<file path="src/design/bmt_pkg.sv">
// Package for the breakpoint match table.
// Holds table sizes, port widths, the function codes and the entry record.
// No dependencies.
`timescale 1ns / 1ps

package bmt_pkg;

   localparam int ENTRIES   = 128;
   localparam int ADDR_BITS = 16;

   localparam int FUNC_W    = 3;
   localparam int ADDRESS_W = 16;
   localparam int BANK_W    = 9;
   localparam int INDEX_W   = 7;
   localparam int SLOT_W    = 7;
   localparam int COUNT_W   = 8;

   localparam int IDX_BITS  = (ENTRIES > 1) ? $clog2(ENTRIES) : 1;
   localparam int CNT_BITS  = $clog2(ENTRIES + 1);

   localparam logic [BANK_W-1:0] BANK_ANY = '1;

   typedef logic [IDX_BITS-1:0] idx_type;
   typedef logic [CNT_BITS-1:0] cnt_type;

   typedef enum logic [FUNC_W-1:0] {
      FN_CHECK  = 3'd0,
      FN_ADD    = 3'd1,
      FN_TOGGLE = 3'd2,
      FN_DELETE = 3'd3,
      FN_CLEAR  = 3'd4
   } func_type;

   typedef struct packed {
      logic [ADDR_BITS-1:0] address;
      logic [BANK_W-1:0]    bank;
      logic                 enabled;
      logic                 oneshot;
   } entry_type;

endpackage

</file>
<file path="src/design/bmt_ram.sv">
// Simple dual-port synchronous RAM with one write port and one read port.
// Read data is registered: it appears in the cycle after the read address. No dependencies.
`timescale 1ns / 1ps

module bmt_ram #(
   parameter int WIDTH = 8,
   parameter int DEPTH = 16
) (
   input  logic                     clock,
   input  logic                     wr_en,
   input  logic [$clog2(DEPTH)-1:0] wr_addr,
   input  logic [WIDTH-1:0]         wr_data,
   input  logic [$clog2(DEPTH)-1:0] rd_addr,
   output logic [WIDTH-1:0]         rd_data
);

   logic [WIDTH-1:0] mem [DEPTH];

   always_ff @(posedge clock) begin
      if (wr_en) begin
         mem[wr_addr] <= wr_data;
      end
   end

   always_ff @(posedge clock) begin
      rd_data <= mem[rd_addr];
   end

endmodule

</file>
<file path="src/design/bmt_match.sv">
// Breakpoint comparator for one table entry against the current address and bank.
// Depends on bmt_pkg for the entry record and the wildcard bank pattern.
`timescale 1ns / 1ps

module bmt_match (
   input  bmt_pkg::entry_type                  entry,
   input  logic [bmt_pkg::ADDR_BITS-1:0]       key_address,
   input  logic [bmt_pkg::BANK_W-1:0]          key_bank,
   output logic                                hit
);
   import bmt_pkg::*;

   logic bank_ok;

   assign bank_ok = (entry.bank == BANK_ANY) || (entry.bank == key_bank);
   assign hit     = entry.enabled && (entry.address == key_address) && bank_ok;

endmodule

</file>
<file path="src/design/breakpoint_match_table_top.sv">
// Breakpoint match table: an ordered table of breakpoints held in one synchronous RAM.
// Add, clear and unused codes register their result in the cycle after the transfer;
// toggle reads, then flips the entry in ST_TOGGLE. A check reads one entry per cycle in
// ST_SCAN until a hit or the last entry. Removing a one-shot hit, like a delete at index
// i, moves later entries down in ST_SHIFT, one RAM read and write per moved entry.
// Reset clears only state, count, valid; RAM is not cleared. Results cannot be stalled.
`timescale 1ns / 1ps

module breakpoint_match_table_top (
   input  logic                                clock,
   input  logic                                reset,
   input  logic                                start,
   output logic                                busy,
   input  logic [bmt_pkg::FUNC_W-1:0]          req_func,
   input  logic [bmt_pkg::ADDRESS_W-1:0]       req_address,
   input  logic signed [bmt_pkg::BANK_W-1:0]   req_bank,
   input  logic                                req_temporary,
   input  logic [bmt_pkg::INDEX_W-1:0]         req_entry_index,
   output logic                                rsp_valid,
   output logic                                rsp_halt,
   output logic [bmt_pkg::SLOT_W-1:0]          rsp_hit_slot,
   output logic                                rsp_accepted,
   output logic [bmt_pkg::COUNT_W-1:0]         rsp_entry_count
);
   import bmt_pkg::*;

   typedef enum logic [1:0] {
      ST_IDLE,
      ST_SCAN,
      ST_SHIFT,
      ST_TOGGLE
   } state_type;

   state_type            state_ff, state_in;
   idx_type              ptr_ff, ptr_in;
   cnt_type              cnt_ff, cnt_in;
   logic [ADDR_BITS-1:0] key_addr_ff, key_addr_in;
   logic [BANK_W-1:0]    key_bank_ff, key_bank_in;
   logic                 rsp_valid_ff, rsp_valid_in;
   logic                 rsp_halt_ff, rsp_halt_in;
   logic [SLOT_W-1:0]    rsp_slot_ff, rsp_slot_in;
   logic                 rsp_acc_ff, rsp_acc_in;
   logic [COUNT_W-1:0]   rsp_count_ff, rsp_count_in;

   logic                 ram_we;
   idx_type              ram_waddr;
   idx_type              ram_raddr;
   entry_type            ram_wdata;
   logic [$bits(entry_type)-1:0] ram_rdata;
   entry_type            rd_entry;
   logic                 hit;

   cnt_type              ptr_ext;
   cnt_type              ptr_next;
   cnt_type              ptr_next2;
   cnt_type              req_idx_ext;
   logic                 req_idx_ok;

   assign rd_entry    = entry_type'(ram_rdata);
   assign ptr_ext     = cnt_type'(ptr_ff);
   assign ptr_next    = ptr_ext + cnt_type'(1);
   assign ptr_next2   = ptr_ext + cnt_type'(2);
   assign req_idx_ext = cnt_type'(req_entry_index);
   assign req_idx_ok  = (req_idx_ext < cnt_ff);

   bmt_ram #(
      .WIDTH ($bits(entry_type)),
      .DEPTH (ENTRIES)
   ) u_ram (
      .clock   (clock),
      .wr_en   (ram_we),
      .wr_addr (ram_waddr),
      .wr_data (ram_wdata),
      .rd_addr (ram_raddr),
      .rd_data (ram_rdata)
   );

   bmt_match u_match (
      .entry       (rd_entry),
      .key_address (key_addr_ff),
      .key_bank    (key_bank_ff),
      .hit         (hit)
   );

   always_comb begin
      state_in     = state_ff;
      ptr_in       = ptr_ff;
      cnt_in       = cnt_ff;
      key_addr_in  = key_addr_ff;
      key_bank_in  = key_bank_ff;
      rsp_valid_in = 1'b0;
      rsp_halt_in  = rsp_halt_ff;
      rsp_slot_in  = rsp_slot_ff;
      rsp_acc_in   = rsp_acc_ff;
      rsp_count_in = rsp_count_ff;
      ram_we       = 1'b0;
      ram_waddr    = ptr_ff;
      ram_wdata    = rd_entry;
      ram_raddr    = ptr_ff;

      unique case (state_ff)
         ST_IDLE: begin
            if (start) begin
               key_addr_in = req_address[ADDR_BITS-1:0];
               key_bank_in = req_bank;
               rsp_halt_in = 1'b0;
               rsp_slot_in = '0;
               rsp_acc_in  = 1'b0;
               unique case (req_func)
                  FN_CHECK: begin
                     if (cnt_ff == '0) begin
                        rsp_valid_in = 1'b1;
                     end else begin
                        ram_raddr = '0;
                        ptr_in    = '0;
                        state_in  = ST_SCAN;
                     end
                  end
                  FN_ADD: begin
                     if (cnt_ff < cnt_type'(ENTRIES)) begin
                        ram_we            = 1'b1;
                        ram_waddr         = cnt_ff[IDX_BITS-1:0];
                        ram_wdata.address = req_address[ADDR_BITS-1:0];
                        ram_wdata.bank    = req_bank;
                        ram_wdata.enabled = 1'b1;
                        ram_wdata.oneshot = req_temporary;
                        cnt_in            = cnt_ff + cnt_type'(1);
                        rsp_acc_in        = 1'b1;
                     end
                     rsp_valid_in = 1'b1;
                  end
                  FN_TOGGLE: begin
                     if (req_idx_ok) begin
                        ram_raddr = IDX_BITS'(req_entry_index);
                        ptr_in    = IDX_BITS'(req_entry_index);
                        state_in  = ST_TOGGLE;
                     end else begin
                        rsp_valid_in = 1'b1;
                     end
                  end
                  FN_DELETE: begin
                     if (req_idx_ok) begin
                        rsp_acc_in = 1'b1;
                        if ((req_idx_ext + cnt_type'(1)) < cnt_ff) begin
                           ram_raddr = IDX_BITS'(req_idx_ext + cnt_type'(1));
                           ptr_in    = IDX_BITS'(req_entry_index);
                           state_in  = ST_SHIFT;
                        end else begin
                           cnt_in       = cnt_ff - cnt_type'(1);
                           rsp_valid_in = 1'b1;
                        end
                     end else begin
                        rsp_valid_in = 1'b1;
                     end
                  end
                  FN_CLEAR: begin
                     cnt_in       = '0;
                     rsp_acc_in   = 1'b1;
                     rsp_valid_in = 1'b1;
                  end
                  default: begin
                     rsp_valid_in = 1'b1;
                  end
               endcase
            end
         end
         ST_SCAN: begin
            if (hit) begin
               rsp_halt_in = 1'b1;
               rsp_slot_in = SLOT_W'(ptr_ff);
               if (rd_entry.oneshot && (ptr_next < cnt_ff)) begin
                  ram_raddr = IDX_BITS'(ptr_next);
                  state_in  = ST_SHIFT;
               end else begin
                  if (rd_entry.oneshot) begin
                     cnt_in = cnt_ff - cnt_type'(1);
                  end
                  rsp_valid_in = 1'b1;
                  state_in     = ST_IDLE;
               end
            end else if (ptr_next < cnt_ff) begin
               ram_raddr = IDX_BITS'(ptr_next);
               ptr_in    = IDX_BITS'(ptr_next);
            end else begin
               rsp_valid_in = 1'b1;
               state_in     = ST_IDLE;
            end
         end
         ST_SHIFT: begin
            ram_we    = 1'b1;
            ram_waddr = ptr_ff;
            ram_wdata = rd_entry;
            if (ptr_next2 < cnt_ff) begin
               ram_raddr = IDX_BITS'(ptr_next2);
               ptr_in    = IDX_BITS'(ptr_next);
            end else begin
               cnt_in       = cnt_ff - cnt_type'(1);
               rsp_valid_in = 1'b1;
               state_in     = ST_IDLE;
            end
         end
         ST_TOGGLE: begin
            ram_we            = 1'b1;
            ram_waddr         = ptr_ff;
            ram_wdata         = rd_entry;
            ram_wdata.enabled = ~rd_entry.enabled;
            rsp_acc_in        = 1'b1;
            rsp_valid_in      = 1'b1;
            state_in          = ST_IDLE;
         end
         default: begin
            state_in = ST_IDLE;
         end
      endcase

      if (rsp_valid_in) begin
         rsp_count_in = COUNT_W'(cnt_in);
      end
   end

   always_ff @(posedge clock) begin
      if (reset) begin
         state_ff     <= ST_IDLE;
         cnt_ff       <= '0;
         rsp_valid_ff <= 1'b0;
      end else begin
         state_ff     <= state_in;
         cnt_ff       <= cnt_in;
         rsp_valid_ff <= rsp_valid_in;
      end
      ptr_ff       <= ptr_in;
      key_addr_ff  <= key_addr_in;
      key_bank_ff  <= key_bank_in;
      rsp_halt_ff  <= rsp_halt_in;
      rsp_slot_ff  <= rsp_slot_in;
      rsp_acc_ff   <= rsp_acc_in;
      rsp_count_ff <= rsp_count_in;
   end

   assign busy            = (state_ff != ST_IDLE);
   assign rsp_valid       = rsp_valid_ff;
   assign rsp_halt        = rsp_halt_ff;
   assign rsp_hit_slot    = rsp_slot_ff;
   assign rsp_accepted    = rsp_acc_ff;
   assign rsp_entry_count = rsp_count_ff;

endmodule
</file>
<file path="config.mk">
export PLATFORM = sky130hd
export DESIGN_NAME = breakpoint_match_table_top
export DESIGN_NICKNAME = d
export VERILOG_FILES = /design/src/design/bmt_pkg.sv /design/src/design/bmt_ram.sv /design/src/design/bmt_match.sv /design/src/design/breakpoint_match_table_top.sv
export SDC_FILE = /design/constraint.sdc
export NUM_CORES = 2
export LEC_CHECK = 0
export BUFFER_PORTS_ARGS = -buffer_cell sky130_fd_sc_hd__buf_2
export CAP_MARGIN = 10
export CORE_MARGIN = 3
export CORE_UTILIZATION = 57
export CTS_CLUSTER_SIZE = 30
export DETAILED_ROUTE_END_ITERATION = 10
export PLACE_DENSITY = 0.85
export RECOVER_POWER = 100
export SYNTH_ARGS = -nofsm -noshare
export SYNTH_HDL_FRONTEND = slang
export SYNTH_SLANG_ARGS = --single-unit
</file>
<file path="constraint.sdc">
create_clock -name clock -period 9.7 [get_ports clock]
set_clock_uncertainty 0.05 [all_clocks]
set_input_delay 1.94 -clock clock [delete_from_list [all_inputs] [get_ports clock]]
set_output_delay 1.94 -clock clock [all_outputs]
set_load 0.01 [all_outputs]
</file>
Word-level counts from Yosys, hierarchy flattened

Memories as Yosys holds them, arrays and structs flattened. A register that Yosys moved wholly into a read port is not among the register bits.
Cells that the tools add are included.

Register bits after elaboration: 60
Bits in latches: 0
Bits in writable memories: 3456
Bits in read-only memories: 0
Input port bits: 39
Output and inout port bits: 19
Word-level logic and storage cells: 134
Memories kept: 1

Add/sub/neg operators: 5
$mul: 0
Div/mod/pow operators: 0
$lt $le $gt $ge: 5
Eq/ne operators: 21
Shifts and indexed selects: 0
Muxes and demuxes: 74
Bitwise gates (word level): 1
Reduce and logical (&&, ||, !) cells: 17

Memory list:

| memory    | words | bits a word | rd ports | clocked after memory_dff | wr ports | line          | RTL |
|---|---|---|---|---|---|---|---|
| u_ram.mem | 128   | 27          | 1        | 1                        | 1        | bmt_ram.sv:17 | `logic [WIDTH-1:0] mem [DEPTH];` |

Operator list:

| operator                                           | number |
|---|---|
| 2-to-1 mux 7 bit                                   | 20 |
| case mux 7 bit (3 select lines)                    | 4 |
| 2-to-1 mux 27 bit                                  | 3 |
| 2-to-1 mux 8 bit                                   | 8 |
| case mux 27 bit (2 select lines)                   | 1 |
| case mux 8 bit (3 select lines)                    | 2 |
| less-than comparator 8 bit                         | 3 |
| 2-to-1 mux 1 bit                                   | 18 |
| 2-to-1 mux 2 bit                                   | 9 |
| adder 7 x 1 -> 8 bit (second input constant)       | 2 |
| equality test 16 bit                               | 1 |
| inequality test 3 bit (second input constant)      | 5 |
| case mux 7 bit (2 select lines)                    | 1 |
| inequality test 2 bit (second input constant)      | 5 |
| equality test 9 bit                                | 1 |
| equality test 9 bit (second input constant)        | 1 |
| adder 7 x 2 -> 8 bit (second input constant)       | 1 |
| adder 8 x 1 -> 8 bit (second input constant)       | 1 |
| zero test 8 bit                                    | 1 |
| less-than comparator 7 x 8 -> 1 bit                | 1 |
| less-than comparator 8 bit (second input constant) | 1 |
| case mux 2 bit (4 select lines)                    | 1 |
| AND reduction 8 bit                                | 1 |
| subtractor 8 x 1 -> 8 bit (second input constant)  | 1 |
| 21 further kinds                                   | 31 |

Logic depth before layout (Yosys ltp)

Depth after elaboration: 7
Mapped depth: 22
Mapped depth without buffers: 17

Modules after synthesis

Synthesis repeated with hierarchy kept, for this count alone.

Cells, all modules: 5724
Area total of the unflattened synthesis: 137539.4 um2

Modules (own cells, without submodules):

| module                     | times used | cells an instance | area an instance (um2) | seq. area each (um2) |
|---|---|---|---|---|
| bmt_ram                    | 1          | 5082              | 131986.6               | 104320.1 |
| breakpoint_match_table_top | 1          | 604               | 5255.0                 | 1691.6 |
| bmt_match                  | 1          | 38                | 297.8                  | 0.0 |

Least setup slack after synthesis

OpenSTA, ideal clock, no wires.

Path type: in2reg
Start point: input port req_func[2] in the netlist's numbering
End point: memory u_ram.mem[0][1] in the netlist's numbering (data pin)
Setup time: 1.223 ns
Arrival time: 8.182 ns
Required time: 8.427 ns
Setup slack: 0.245 ns
Stages: 6
Path buffers: 2
Cells stage by stage: clkbuf_1 -> nand2b_1 -> nor3_1 -> clkbuf_1 -> nor2_1 -> o31ai_1

RTL lines:

| item        | line                             | RTL |
|---|---|---|
| from (decl) | breakpoint_match_table_top.sv:14 | `input logic [bmt_pkg::FUNC_W-1:0] req_func,` |
| to (decl)   | bmt_ram.sv:17                    |  |

Worst setup path after layout

Start point: register state_ff[0]
End point: memory u_ram.mem[16][21] in the netlist's numbering (enable)

Word-level cells in the longest chain between the ends: 5
Elaborated cells between the ends (all ways): 8
Classes of those cells: eq/ne: 2; mux: 4; reduce/logical: 2

Ends and longest elaborated chain:

| item                                   | line                              | RTL |
|---|---|---|
| from (decl)                            | breakpoint_match_table_top.sv:34  | `state_type state_ff, state_in;` |
| from (signal assigned)                 | breakpoint_match_table_top.sv:227 | `state_ff <= state_in;` |
| equality test 2 bit                    | breakpoint_match_table_top.sv:101 | `unique case (state_ff)` |
| OR reduction 2 bit (no source line)    | -                                 |  |
| case mux 1 bit (2 select lines)        | breakpoint_match_table_top.sv:101 |  |
| 2-to-1 mux 1 bit                       | bmt_ram.sv:20                     | `if (wr_en) begin` |
| 2-to-1 mux 1 bit (implied by the code) | bmt_ram.sv:21                     | `mem[wr_addr] <= wr_data;` |

Several ways; a longest one is shown, not always the timed one.

==> results.md <==
Route:
- The final layout contains routed wiring with a total length of 426600 um.
- The DRC violation count after routing is 0.
- After detailed routing, the average wire length per cell comes to 36.02 um.
- The pre-antenna-repair detailed-routing pass consisted of 9 iterations.
- The detail route stage leaves a number of antenna-violating nets equal to 0.
- The via density per instance is 7.325.
- After the first detailed-routing iteration, the DRC count stood at 17100.
- The via total after detailed routing is 86750.

STA:
- For the final routed database, the setup TNS stands at 0 ns.
- The number of endpoints failing setup at the final stage is 0.
- The relative slew slack is -198.8%.
- The share of the cycle needed by the critical path after routing is 98.28%.
- The actual transition at the worst max-transition pin is 4.482 ns.
- Setup repair after global routing left no endpoint under its margin.
- The number of max-slew violations in the final report is 2094.
- The number of failing hold endpoints at the final stage is 0.
- The time the worst path needs with I/O delays and setup is 9.534 ns.
- Static timing analysis puts the maximum clock frequency at 104.9 MHz.

Setup path:
- For this run, the slowest stage of the critical path takes 1.89 ns.
- The category of the worst setup path launch point is a register.
- The slowest library cell on the worst path is sky130_fd_sc_hd__clkbuf_1.
- STA classifies the critical path endpoint as a register.
- The data arrival time of the critical path is 9.96 ns.
- The critical path depth is 12.
- The critical path goes through inv_1 > ha_1 > clkbuf_1 > nand2_1 > inv_1 > clkbuf_1 > nand2_1 > o31ai_1 > clkbuf_1 > nand2_1 > nor2_1 > clkbuf_1.
- The data required time of the worst path is 10.13 ns.
- The cell type group with the largest total delay on the critical path is buffers and inverters.
- Together, buffers and inverters on the worst path number 6.
- By instance count, the cell type seen most on the critical path is sky130_fd_sc_hd__clkbuf_1.
- In this run the worst path has a maximum fanout of 27.
- For the worst flop-to-flop path, the logic depth is 12.
- The setup path with the least slack is of type reg -> reg.

Final layout:
- The combined flip-flop and latch cell area is 0.1060 mm2.
- In the final layout, the multi-input gates occupy 0.03143 mm2.
- The most common cell after layout, fill and taps aside is sky130_fd_sc_hd__edfxtp_1.
- From synthesis to final layout, the design area changed by 11.26%.
- The top cell types in the final layout, fill and taps aside, are sky130_fd_sc_hd__edfxtp_1 (3505), sky130_fd_sc_hd__a22oi_1 (907), sky130_fd_sc_hd__nand2_1 (806).
- The fraction of final layout cells sized beyond drive strength 1 is 13.40%.
- The finished cells cover 0.1550 mm2.
- The filler cells instantiated in the layout total 14920.
- For this run, the post-layout net count is 8470.

Floorplanning:
- The die covers 0.2503 mm2.
- The floorplan die height is 500.3 um.
- In this run the horizontal extent of the chip is 500.3 um.
- The core area is 0.2419 mm2.
- Pin placement for this block handled 58 I/O pins.
- Row generation in the floorplan step produced 180 rows.
- The initial utilization of the core area, before any placement, comes to 57.58%.

Synthesis:
- The share of async-settable or async-resettable flops after synthesis is 0%.
- Among all flip-flop cells after synthesis, the most frequent one is sky130_fd_sc_hd__edfxtp_1.
- The largest total area in the synthesized netlist belongs to sky130_fd_sc_hd__edfxtp_1.
- The flop and latch count out of synthesis is 3543.
- Counting flops with a built-in enable in the synthesized netlist gives 3505.
- The share of synthesized area in the top cell type comes to 75.57%.
- The count of cell types in the netlist is 79.
- The post-synthesis cell area is 0.1393 mm2.
- Synthesis produced a netlist whose cell count is 8205.
- The synthesized netlist net count is 8280.
- Yosys attributes the largest share of cell area to sky130_fd_sc_hd__edfxtp_1 (76%), sky130_fd_sc_hd__a22oi_1 (4.9%), sky130_fd_sc_hd__mux4_2 (4.4%), sky130_fd_sc_hd__mux2i_1 (4.1%), sky130_fd_sc_hd__a21oi_1 (2.5%).
- The number of synthesis warnings is 0.
- In this run the mean area of a mapped cell was 16.97 um2.
- The share of the Yosys chip area taken by registers is 76.12%.

Status:
- The flow ran to the end, but the final reports show violations.
- The final reports fail on max-capacitance violations, max-slew violations.

CTS:
- Buffers inserted during clock tree synthesis total 347.
- The TritonCTS clock tree is built.
- The clock drives 3543 sinks.
- The number of levels the H-tree was split into is 5.
- After clock tree synthesis, the setup repair step added 0 buffers.
- The buffer depth of the longest clock path is 4.
- At the later pin of the worst-skew pair, clock insertion delay measures 1.01 ns.
- The number of gates given a new drive strength after cts is 0.
- The number of hold buffers added after CTS was 0.
- The buffer cell driving the clock tree root is sky130_fd_sc_hd__clkbuf_16.
- Clock-pin slew was measured on the worst setup and hold paths at 0.06 ns.

GRT:
- Global routing consumed, on the met1 layer, 40.61% of the routing resources.
- Entering global routing, the biggest net connects 145 pins.
- The first global-routing pass estimated 602000 um of wire.
- The initial antenna violation count is 20.
- The number of global-route vias before repair was 84590.
- In this run the most used layer during global routing was met2.
- The global router's overall resource usage is 33.45%.
- The met2 demand-to-capacity share in global routing is 50.65%.
- The residual overflow from global routing is 0.
- The met3 routing resource usage after global routing is 11.10%.

Job:
- Across the run, the number of max-cap violations was 81.

Placement:
- The post-detailed-placement half-perimeter wirelength is 226400 um.
- Summing all placed instances gives a cell area of 0.1448 mm2.
- The final RePlAce weighted congestion is 0.9340.
- Buffers placed on the I/O ports in this run total 57.

Hold path:
- Counting instances, the worst hold path has a depth of 2.
- The type of the worst min-delay path is reg -> reg.
## worst reg2reg max path: stages, from the launching register on
cell and delay [ns]:
sky130_fd_sc_hd__dfxtp_1 0.34, sky130_fd_sc_hd__inv_1 0.10, sky130_fd_sc_hd__ha_1 0.15, sky130_fd_sc_hd__clkbuf_1 0.78, sky130_fd_sc_hd__nand2_1 0.48, sky130_fd_sc_hd__inv_1 0.18
sky130_fd_sc_hd__clkbuf_1 1.89, sky130_fd_sc_hd__nand2_1 0.98, sky130_fd_sc_hd__o31ai_1 0.48, sky130_fd_sc_hd__clkbuf_1 0.72, sky130_fd_sc_hd__nand2_1 0.44, sky130_fd_sc_hd__nor2_1 0.76
sky130_fd_sc_hd__clkbuf_1 1.74
## through the flow
step	setup WS [ns]	util, %	cells	hold slack [ns]
2_1_floorplan	0.2454	-	8205	0.4305
3_3_place_gp	1.050	59.88	11220	0.4511
3_5_place_dp	0.9984	59.88	11220	0.4655
4_1_cts	1.231	64.30	11820	0.4717
5_1_grt	0.4275	64.05	11830	0.4964
6_report	0.1665	64.06	11840	0.4762
## area by class of cell
cell class | count | area share [%]
Timing Repair Buffer | 387 | 1.743
Clock inverter | 172 | 0.9964
Multi-Input combinational cell | 4090 | 20.28
Clock buffer | 425 | 5.907
Antenna cell | 15 | 0.02422
Inverter | 26 | 0.06298
Tap cell | 3185 | 2.572
Sequential cell | 3543 | 68.41
## kinds of logic (layout without fill, tap and decap cells)
group,Yosys count,in the layout,share of synthesized area (%)
AOI/OAI and AO/OA,1926,1926,9.242
other,0,15,0
DFF,3543,3543,76.12
xor gates and xnor gates,43,43,0.2704
and+or+nand+nor,1245,1245,3.793
buffers and inverters,572,1010,1.779
adders and majority gates,36,36,0.3234
muxes,840,840,8.474
## flip-flops by register name (all words and copies together) (netlist names)
name and count:
rsp_valid 1, key_addr_ff 16, u_ram.mem 3456, rsp_hit_slot 7, ptr_ff 7, rsp_accepted 1
rsp_halt 1, state_ff 2, cnt_ff 8, key_bank_ff 9, u_ram.rd_data 27, rsp_entry_count 8
## synthesized netlist by cell type, types with 24 or more instances
library cell / count
sky130_fd_sc_hd__o21ai_0: 46
sky130_fd_sc_hd__a22o_1: 55
sky130_fd_sc_hd__xor2_1: 32
sky130_fd_sc_hd__nand3_1: 90
sky130_fd_sc_hd__dfxtp_1: 38
sky130_fd_sc_hd__nor4_1: 32
sky130_fd_sc_hd__inv_1: 24
sky130_fd_sc_hd__a21oi_1: 684
sky130_fd_sc_hd__o31ai_1: 37
sky130_fd_sc_hd__edfxtp_1: 3505
sky130_fd_sc_hd__nand2_1: 806
sky130_fd_sc_hd__and3_1: 33
sky130_fd_sc_hd__a32oi_1: 30
sky130_fd_sc_hd__nor3_1: 26
sky130_fd_sc_hd__a41o_1: 28
sky130_fd_sc_hd__clkbuf_1: 347
sky130_fd_sc_hd__a22oi_1: 907
sky130_fd_sc_hd__a31oi_1: 43
sky130_fd_sc_hd__buf_4: 28
sky130_fd_sc_hd__buf_2: 120
sky130_fd_sc_hd__ha_1: 36
sky130_fd_sc_hd__mux2i_1: 567
sky130_fd_sc_hd__mux4_2: 271
sky130_fd_sc_hd__nor2_1: 169
sky130_fd_sc_hd__buf_1: 41
## per-layer routing
layer / vias to the layer above / wire length [um]
li1: 33280 / -
met1: 42270 / 129800
met2: 9040 / 192000
met3: 2151 / 65560
met4: 12 / 39080
met5: - / 78
## final timing paths
kind,start,to,slack (ns)
min,state_ff[0]$_SDFFE_PP0P_,state_ff[0]$_SDFFE_PP0P_,0.48
min reg2reg,state_ff[0]$_SDFFE_PP0P_,state_ff[0]$_SDFFE_PP0P_,0.48
max,state_ff[0]$_SDFFE_PP0P_,u_ram.mem[16][21]$_DFFE_PP_,0.17
max reg2reg,state_ff[0]$_SDFFE_PP0P_,u_ram.mem[16][21]$_DFFE_PP_,0.17
Power is left out: the tool's default activity adds up to more than one toggle a clock period on the data nets, which glitch-free logic cannot reach.
